## src/rtl/core/hmb_pkg.sv

```systemverilog
// ----------------------------------------------------------------------------
// hmb_pkg
// Types and constants shared by the horizontal motion blur modules.
// ----------------------------------------------------------------------------
package hmb_pkg;

  localparam int ChanW      = 8;
  localparam int NumLanes   = 3;
  localparam int WordW      = ChanW * NumLanes;
  localparam int StoreDepth = 32;
  localparam int AddrW      = 5;
  localparam int CountW     = 6;
  localparam int LenW       = 5;
  localparam int SumW       = 13;
  localparam int NumW       = 14;
  localparam int DivSteps   = 8;
  localparam int StepW      = 3;

  localparam logic [LenW-1:0] BlurReset = 5'd1;

  typedef struct packed {
    logic [ChanW-1:0] red_in;
    logic [ChanW-1:0] green_in;
    logic [ChanW-1:0] blue_in;
    logic             row_end;
  } pixel_t;

  typedef struct packed {
    logic [ChanW-1:0] red_out;
    logic [ChanW-1:0] green_out;
    logic [ChanW-1:0] blue_out;
    logic             row_last;
  } result_t;

  typedef logic [NumLanes-1:0][ChanW-1:0] chan_vec_t;

  typedef struct packed {
    logic            start;
    logic [LenW-1:0] n;
  } lane_op_t;

  typedef struct packed {
    logic load;
    logic row_last;
  } load_t;

endpackage

```

## src/rtl/core/horizontal_motion_blur_unit.sv

```systemverilog
// ----------------------------------------------------------------------------
// horizontal_motion_blur_unit
// Forward-window motion blur over a raster RGB stream, three channel lanes.
// ----------------------------------------------------------------------------
//  channel   direction  handshake            word
//  pixel     in         pixel_valid / stall  pixel_t, one pixel
//  result    out        result_valid / stall result_t, one blurred pixel
//  cfg       in         cfg_valid / ready    blur amount, 5 bits
//
//  A pixel that releases no result leaves the block in IDLE; one that does adds a head read.
//  Each result takes a head fetch, an 8-step lane divide and a load; no divide when n is 0.
//  Surplus pixels left by a lowered blur amount add a walk over the window taps.
//  Synchronous reset; the window memory needs no clearing pass.
//  result_stall holds the output register; pixel_stall stays high while
//  results of an accepted pixel are in work.
// ----------------------------------------------------------------------------
module horizontal_motion_blur_unit #(
  parameter int MAX_BLUR = 31
) (
  input  logic                      clk,
  input  logic                      rst,
  input  logic                      pixel_valid,
  output logic                      pixel_stall,
  input  hmb_pkg::pixel_t           pixel,
  output logic                      result_valid,
  input  logic                      result_stall,
  output hmb_pkg::result_t          result,
  input  logic                      cfg_valid,
  output logic                      cfg_ready,
  input  logic [hmb_pkg::LenW-1:0]  cfg_data
);

  localparam int CapBlur = (MAX_BLUR < hmb_pkg::StoreDepth - 1) ? MAX_BLUR
                                                                : hmb_pkg::StoreDepth - 1;

  typedef enum logic [4:0] {
    IDLE = 5'b00001,
    READ = 5'b00010,
    PIX  = 5'b00100,
    WALK = 5'b01000,
    DIV  = 5'b10000
  } state_t;

  state_t                        state, state_next;
  logic [hmb_pkg::LenW-1:0]      blur_amount;
  logic [hmb_pkg::LenW-1:0]      len;

  logic [hmb_pkg::WordW-1:0]     mem [hmb_pkg::StoreDepth];
  logic [hmb_pkg::AddrW-1:0]     rd_addr;
  logic [hmb_pkg::AddrW-1:0]     wr_addr;
  logic [hmb_pkg::WordW-1:0]     rd_data;
  logic [hmb_pkg::WordW-1:0]     in_word;

  logic [hmb_pkg::AddrW-1:0]     head;
  logic [hmb_pkg::CountW-1:0]    fill;
  logic [hmb_pkg::CountW-1:0]    emit_left;
  logic                          rend;
  logic [hmb_pkg::SumW-1:0]      sum [hmb_pkg::NumLanes];
  logic [hmb_pkg::SumW-1:0]      acc [hmb_pkg::NumLanes];
  hmb_pkg::chan_vec_t            pix;
  logic [hmb_pkg::AddrW-1:0]     walk_ptr;
  logic [hmb_pkg::LenW-1:0]      walk_left;

  logic                          acc_in;
  logic [hmb_pkg::CountW-1:0]    cnt;
  logic [hmb_pkg::CountW-1:0]    emit_cnt;
  logic                          fast;
  logic [hmb_pkg::LenW-1:0]      n_sel;

  hmb_pkg::chan_vec_t            rd_chan;
  hmb_pkg::chan_vec_t            in_chan;
  hmb_pkg::chan_vec_t            lane_p;
  hmb_pkg::chan_vec_t            lane_q;
  logic [hmb_pkg::SumW-1:0]      lane_s [hmb_pkg::NumLanes];
  logic [hmb_pkg::NumLanes-1:0]  lane_busy;
  hmb_pkg::lane_op_t             lane_op;
  hmb_pkg::load_t                merge_ctl;
  logic                          can_load;

  assign cfg_ready   = 1'b1;
  assign pixel_stall = (state != IDLE);
  assign acc_in      = pixel_valid && !pixel_stall;
  assign len         = (int'(blur_amount) > CapBlur) ? hmb_pkg::LenW'(CapBlur) : blur_amount;

  assign in_word  = {pixel.red_in, pixel.green_in, pixel.blue_in};
  assign wr_addr  = head + fill[hmb_pkg::AddrW-1:0];
  assign cnt      = fill + hmb_pkg::CountW'(1);

  always_comb begin
    if (pixel.row_end) begin
      emit_cnt = cnt;
    end else if (cnt > hmb_pkg::CountW'(len)) begin
      emit_cnt = cnt - hmb_pkg::CountW'(len);
    end else begin
      emit_cnt = '0;
    end
  end

  assign fast  = (fill - hmb_pkg::CountW'(1)) <= hmb_pkg::CountW'(len);
  assign n_sel = fast ? hmb_pkg::LenW'(fill - hmb_pkg::CountW'(1)) : len;

  always_comb begin
    case (state)
      PIX:     rd_addr = head + hmb_pkg::AddrW'(1);
      WALK:    rd_addr = walk_ptr;
      DIV:     rd_addr = head + hmb_pkg::AddrW'(1);
      default: rd_addr = head;
    endcase
  end

  always_ff @(posedge clk) begin
    if (acc_in) begin
      mem[wr_addr] <= in_word;
    end
    rd_data <= mem[rd_addr];
  end

  assign lane_op.start = ((state == PIX) && (fast || (len == '0)))
                      || ((state == WALK) && (walk_left == hmb_pkg::LenW'(1)));
  assign lane_op.n     = (state == PIX) ? n_sel : len;

  assign merge_ctl.load     = (state == DIV) && (lane_busy == '0) && can_load;
  assign merge_ctl.row_last = rend && (emit_left == hmb_pkg::CountW'(1));

  for (genvar c = 0; c < hmb_pkg::NumLanes; c++) begin : g_lane
    assign rd_chan[c] = rd_data[(hmb_pkg::NumLanes-1-c)*hmb_pkg::ChanW +: hmb_pkg::ChanW];
    assign in_chan[c] = in_word[(hmb_pkg::NumLanes-1-c)*hmb_pkg::ChanW +: hmb_pkg::ChanW];
    assign lane_p[c]  = (state == PIX) ? rd_chan[c] : pix[c];

    always_comb begin
      if (state == WALK) begin
        lane_s[c] = acc[c] + hmb_pkg::SumW'(rd_chan[c]);
      end else if (fast) begin
        lane_s[c] = sum[c] - hmb_pkg::SumW'(rd_chan[c]);
      end else begin
        lane_s[c] = '0;
      end
    end

    hmb_lane u_lane (
      .clk  (clk),
      .rst  (rst),
      .op   (lane_op),
      .p    (lane_p[c]),
      .s    (lane_s[c]),
      .q    (lane_q[c]),
      .busy (lane_busy[c])
    );
  end

  hmb_merge u_merge (
    .clk          (clk),
    .rst          (rst),
    .ctl          (merge_ctl),
    .q            (lane_q),
    .result_stall (result_stall),
    .result_valid (result_valid),
    .result       (result),
    .can_load     (can_load)
  );

  always_comb begin
    state_next = state;
    case (state)
      IDLE: begin
        if (acc_in && (emit_cnt != '0)) begin
          state_next = READ;
        end
      end
      READ: begin
        state_next = PIX;
      end
      PIX: begin
        state_next = (fast || (len == '0)) ? DIV : WALK;
      end
      WALK: begin
        if (walk_left == hmb_pkg::LenW'(1)) begin
          state_next = DIV;
        end
      end
      DIV: begin
        if (merge_ctl.load) begin
          state_next = (emit_left == hmb_pkg::CountW'(1)) ? IDLE : PIX;
        end
      end
      default: state_next = IDLE;
    endcase
  end

  always_ff @(posedge clk) begin
    if (rst) begin
      blur_amount <= hmb_pkg::BlurReset;
    end else if (cfg_valid && cfg_ready) begin
      blur_amount <= cfg_data;
    end
  end

  always_ff @(posedge clk) begin
    if (rst) begin
      state     <= IDLE;
      head      <= '0;
      fill      <= '0;
      emit_left <= '0;
      for (int c = 0; c < hmb_pkg::NumLanes; c++) begin
        sum[c] <= '0;
      end
    end else begin
      state <= state_next;
      if (acc_in) begin
        fill      <= cnt;
        emit_left <= emit_cnt;
        for (int c = 0; c < hmb_pkg::NumLanes; c++) begin
          sum[c] <= sum[c] + hmb_pkg::SumW'(in_chan[c]);
        end
      end else if (merge_ctl.load) begin
        head      <= head + hmb_pkg::AddrW'(1);
        fill      <= fill - hmb_pkg::CountW'(1);
        emit_left <= emit_left - hmb_pkg::CountW'(1);
        for (int c = 0; c < hmb_pkg::NumLanes; c++) begin
          sum[c] <= sum[c] - hmb_pkg::SumW'(pix[c]);
        end
      end
    end
  end

  always_ff @(posedge clk) begin
    if (acc_in) begin
      rend <= pixel.row_end;
    end
    case (state)
      PIX: begin
        pix       <= rd_chan;
        walk_ptr  <= head + hmb_pkg::AddrW'(2);
        walk_left <= len;
        for (int c = 0; c < hmb_pkg::NumLanes; c++) begin
          acc[c] <= '0;
        end
      end
      WALK: begin
        walk_ptr  <= walk_ptr + hmb_pkg::AddrW'(1);
        walk_left <= walk_left - hmb_pkg::LenW'(1);
        for (int c = 0; c < hmb_pkg::NumLanes; c++) begin
          acc[c] <= acc[c] + hmb_pkg::SumW'(rd_chan[c]);
        end
      end
      default: begin
      end
    endcase
  end

endmodule

```

## src/rtl/core/hmb_lane.sv

```systemverilog
// ----------------------------------------------------------------------------
// hmb_lane
// One channel lane: forms n*p + s and divides it by 2n, one quotient bit
// per cycle. n of zero passes p through.
// ----------------------------------------------------------------------------
module hmb_lane (
  input  logic                        clk,
  input  logic                        rst,
  input  hmb_pkg::lane_op_t           op,
  input  logic [hmb_pkg::ChanW-1:0]   p,
  input  logic [hmb_pkg::SumW-1:0]    s,
  output logic [hmb_pkg::ChanW-1:0]   q,
  output logic                        busy
);

  logic [hmb_pkg::NumW-1:0]     rem;
  logic [hmb_pkg::LenW:0]       dvs;
  logic [hmb_pkg::StepW-1:0]    step;
  logic [hmb_pkg::NumW:0]       shifted;
  logic                         fits;

  assign shifted = (hmb_pkg::NumW + 1)'(dvs) << step;
  assign fits    = (hmb_pkg::NumW + 1)'(rem) >= shifted;

  always_ff @(posedge clk) begin
    if (rst) begin
      busy <= 1'b0;
    end else if (op.start) begin
      busy <= (op.n != '0);
    end else if (busy && (step == '0)) begin
      busy <= 1'b0;
    end
  end

  always_ff @(posedge clk) begin
    if (op.start) begin
      rem  <= hmb_pkg::NumW'(op.n) * hmb_pkg::NumW'(p) + hmb_pkg::NumW'(s);
      dvs  <= {op.n, 1'b0};
      step <= hmb_pkg::StepW'(hmb_pkg::DivSteps - 1);
      q    <= (op.n == '0) ? p : '0;
    end else if (busy) begin
      if (fits) begin
        rem <= rem - shifted[hmb_pkg::NumW-1:0];
      end
      q[step] <= fits;
      step    <= step - hmb_pkg::StepW'(1);
    end
  end

endmodule

```

## src/rtl/core/hmb_merge.sv

```systemverilog
// ----------------------------------------------------------------------------
// hmb_merge
// Joins the lane quotients into one result word and holds it in the
// output register until the sink takes it.
// ----------------------------------------------------------------------------
module hmb_merge (
  input  logic               clk,
  input  logic               rst,
  input  hmb_pkg::load_t     ctl,
  input  hmb_pkg::chan_vec_t q,
  input  logic               result_stall,
  output logic               result_valid,
  output hmb_pkg::result_t   result,
  output logic               can_load
);

  assign can_load = !result_valid || !result_stall;

  always_ff @(posedge clk) begin
    if (rst) begin
      result_valid <= 1'b0;
    end else if (ctl.load) begin
      result_valid <= 1'b1;
    end else if (!result_stall) begin
      result_valid <= 1'b0;
    end
  end

  always_ff @(posedge clk) begin
    if (ctl.load) begin
      result.red_out   <= q[0];
      result.green_out <= q[1];
      result.blue_out  <= q[2];
      result.row_last  <= ctl.row_last;
    end
  end

endmodule

```

## config.mk

```make
export PLATFORM = sky130hd
export DESIGN_NAME = horizontal_motion_blur_unit
export DESIGN_NICKNAME = d
export VERILOG_FILES = /design/src/rtl/core/hmb_pkg.sv /design/src/rtl/core/horizontal_motion_blur_unit.sv /design/src/rtl/core/hmb_lane.sv /design/src/rtl/core/hmb_merge.sv
export SDC_FILE = /design/constraint.sdc
export NUM_CORES = 2
export LEC_CHECK = 0
export ABC_AREA = 0
export BUFFER_PORTS_ARGS = -buffer_cell sky130_fd_sc_hd__buf_4
export CORE_ASPECT_RATIO = 0.5
export CORE_MARGIN = 4
export CORE_UTILIZATION = 38
export CTS_CLUSTER_DIAMETER = 50
export DETAILED_ROUTE_END_ITERATION = 8
export RECOVER_POWER = 25
export SYNTH_ARGS = -nofsm -noshare
export SYNTH_HDL_FRONTEND = slang
export SYNTH_SLANG_ARGS = --single-unit
```

## constraint.sdc

```tcl
create_clock -name clk -period 7.15 [get_ports clk]
set_input_delay 1.43 -clock clk [delete_from_list [all_inputs] [get_ports clk]]
set_output_delay 1.43 -clock clk [all_outputs]
set_load 0.02 [all_outputs]
```

==> run summary <==
status: complete, but fails checks
failing checks: capacitance limit, slew limit
WL/cell: 20.9 um
hold_sp: g_lane[0].u_lane.q[0]$_DFFE_PP_
unrepaired setup endpoints after global routing: false
reg2reg path depth: 26
# fillers: 12.4k
Post-synth ARST share: 0%
design area: 58800 sq um
share of layout cells above drive strength 1: 11.8%
min cycle time layout: 6550 ps
setup tns final: 0 ps
distinct cell type count after synthesis: 83
Die ar.: 145000 sq um
most frequent cells in the layout: 974 x edfxtp_1, 461 x nand2_1, 292 x nor2_1
Max Clock Freq: 153 MHz
commonest non-fill, non-tap cell in the layout: edfxtp_1
via/cell ratio: 5.39
Nets: 4516
syn avg cell area: 12.8 sq um
synth warn: 0
hold path cells: 0
crit path kind: flop to flop
CTS tree: built
LEAKAGE: 21.0 nW
crit-path max FO: 25
final setup fails: 0
Syn-to-layout area delta: 11.9%
register area share after synthesis: 58.1%
Reg2Reg Setup Slack: 600 ps
Seq. cell area: 30500 sq um
synth top area cells: edfxtp_1 56%, mux4_2 5.9%, ha_1 5.5%
WL met2: 59.8 mm
CP arrival: 6970 ps
power density cells: 287 nW/um^2
DR iter-0 viols: 2956
synthesized area: 52600 sq um
Post-Route M1 WL: 57.4 mm
RD Place Congestion: 0.875
total of max-cap violations: 4
Post-CTS Setup Bufs: 0
Port Buffers: 61
syn nets: 4465
first-pass GRT wire length: 195 mm
IO Count: 63
final period utilization: 91.6%
initial antenna violation count: 4
Worst Skew: 47.9 ps
number of synthesized flops with an enable pin: 974
critical path required time: 7570 ps
Clk pin slew, worst setup/hold paths: 60 ps
Crit. End Element: flop
R2R Path Start: fill[1]$_SDFFE_PP0P_
Root Driver: clkbuf_16
CP Launch Type: flop
Starting Density: 38.3%
cell taking the most area after synthesis: edfxtp_1
Post-Syn Instances: 4100
DRC errors left: 0
# rows: 96
CTS max path bufs: 3
DIE WIDTH: 534 um
max layer used: met4
Synth Register Bits: 1038
ys flop type: edfxtp_1
gr usage total: 17.3%
total gr overflow: 0
DRT antenna net count: 0
vias: 32.9k
CTS HTree Levels: 3
Worst Tran Pin Value: 1520 ps
DRT Wirelength: 128 mm
pin count of the biggest net entering global routing: 95
dpl hpwl: 83.7 mm
final hold violation count: 0
top cell type's share of synthesized area: 55.6%
die extent in y: 271 um
Placed Area: 55200 sq um
area of the multi-input gates: 20400 sq um
Hold/Removal Path Class: flop to flop
RR Endpoint: g_lane[0].u_lane.rem[13]$_DFFE_PP_
Core ar.: 137000 sq um
met3 WL: 7.67 mm
Worst IR Drop VDD: 0.000198 V
worst hold endpoint: u_merge.result[17]$_DFFE_PP_
Num CTS Buffers: 109
worst skew pair latency: 720 ps
Slew HR: -1.30%
vias in the first global route: 32.4k
clk sinks: 1038
fin. max-slew vios: 68
DR pass1 iterations: 5
-- power breakdown --
group	total, W	switching [W]	internal (W)	leakage (nW)
Combinational	0.00392	0.00230	0.00162	9.99
Sequential	0.00726	0.000305	0.00696	9.25
Clock	0.00571	0.00250	0.00320	1.77
Total	0.0169	0.00511	0.0118	21.0
-- worst max path at each step --
stage               cells after the start            startpoint                            endpoint
floorplan                              25  fill[0]$_SDFFE_PP0P_  g_lane[1].u_lane.rem[13]$_DFFE_PP_
global placement                       25  fill[0]$_SDFFE_PP0P_  g_lane[2].u_lane.rem[12]$_DFFE_PP_
detailed placement                     24  fill[0]$_SDFFE_PP0P_  g_lane[2].u_lane.rem[12]$_DFFE_PP_
CTS                                    24  fill[0]$_SDFFE_PP0P_  g_lane[0].u_lane.rem[12]$_DFFE_PP_
global route                           26  fill[1]$_SDFFE_PP0P_  g_lane[0].u_lane.rem[13]$_DFFE_PP_
finish                                 26  fill[1]$_SDFFE_PP0P_  g_lane[0].u_lane.rem[13]$_DFFE_PP_
-- per-layer routing --
layer	global-route usage [%]	vias to the layer above
met3	2.89	167
li1	-	15300
met5	0	-
met1	24.3	16500
met4	4.00	0
met2	28.2	955
-- state kept, by name (all words and copies together) (netlist names), 6 cells and up --
register and count:
mem 768, acc 39, g_lane.u_lane.rem 39, g_lane.u_lane.q 24, sum 39, fill 6
u_merge.result 25, rd_data 24, g_lane.u_lane.step 9, emit_left 6, pix 24
-- worst max-delay path: stages (launching register included) --
cell	delay, ps
dfxtp_1	490
inv_1	90
ha_1	300
inv_1	70
ha_1	290
nor2b_1	130
o21a_1	170
o21ai_0	140
a21o_1	150
nor3b_4	340
buf_4	220
mux2i_2	230
buf_6	250
or2_1	160
fa_1	430
fa_1	470
fa_1	540
inv_1	40
ha_1	340
o21ai_0	240
o21ai_1	90
a31oi_1	260
nor2b_1	80
o21a_1	190
o41ai_1	300
xor2_1	190
o21ai_1	70
-- stage by stage --
| step | worst slack, ps | hold WS [ps] | instances | utilization [%] | power [W] |
|---|---|---|---|---|---|
| after CTS | 340 | 421 | 6104 | 42.9 | 0.0170 |
| after floorplan | 783 | 400 | 4100 | - | 0.0102 |
| final | 601 | 419 | 6105 | 42.9 | 0.0169 |
| after global placement | 537 | 405 | 5902 | 40.2 | 0.0111 |
| after global routing | 71.5 | 432 | 6104 | 42.8 | 0.0178 |
| after detailed placement | 384 | 406 | 5902 | 40.2 | 0.0112 |
-- cell usage after synthesis (7+ instances only) --
| master | count |
|---|---|
| edfxtp_1 | 974 |
| nand2_1 | 464 |
| nor2_1 | 326 |
| inv_1 | 258 |
| ha_1 | 229 |
| a21oi_1 | 198 |
| mux4_2 | 138 |
| clkbuf_1 | 104 |
| xnor2_1 | 104 |
| o21ai_0 | 103 |
| fa_1 | 101 |
| a31oi_1 | 88 |
| nand3_1 | 84 |
| xor2_1 | 83 |
| dfxtp_1 | 64 |
| nor3_1 | 61 |
| a21o_1 | 56 |
| mux2i_1 | 50 |
| o22ai_1 | 50 |
| and3_1 | 46 |
| o21ai_1 | 46 |
| buf_2 | 36 |
| nand2b_1 | 34 |
| nor2b_1 | 34 |
| o211ai_1 | 31 |
| a22oi_1 | 30 |
| a32o_1 | 23 |
| or3_1 | 22 |
| buf_1 | 21 |
| or2_1 | 20 |
| o21a_1 | 19 |
| a211oi_1 | 17 |
| buf_4 | 12 |
| o21bai_1 | 12 |
| o32ai_1 | 11 |
| o41ai_1 | 9 |
| buf_6 | 8 |
| mux2_2 | 8 |
| nor4_1 | 8 |
| inv_2 | 7 |
-- cell families after synthesis --
family                     after synthesis  share of synthesized area [%]
adders and majority gates              330                           9.30
xor gates and xnor gates               187                           3.12
and+or+nand+nor                       1142                           9.62
other                                    1                        0.00713
muxes                                  196                           7.04
DFF                                   1038                           58.1
AOI/OAI and AO/OA                      752                           9.16
buffers and inverters                  454                           3.70
-- area by class of cell --
type	count	share of cell area [%]
flip-flops and latches	1038	51.9
well taps	1862	3.96
inverters	266	1.70
multi-input cells	2608	34.6
clock inverters	69	1.30
diodes	1	0.00425
clock buffers	133	4.88
repair buffers	128	1.64
-- repair_timing --
item / 4_1_cts / 5_1_grt
hold buffers: 0 / 0
resized for setup: 0 / 11
endpoints found under the setup margin: 0 / 6
No activity file was read; power rests on OpenSTA's default activity.
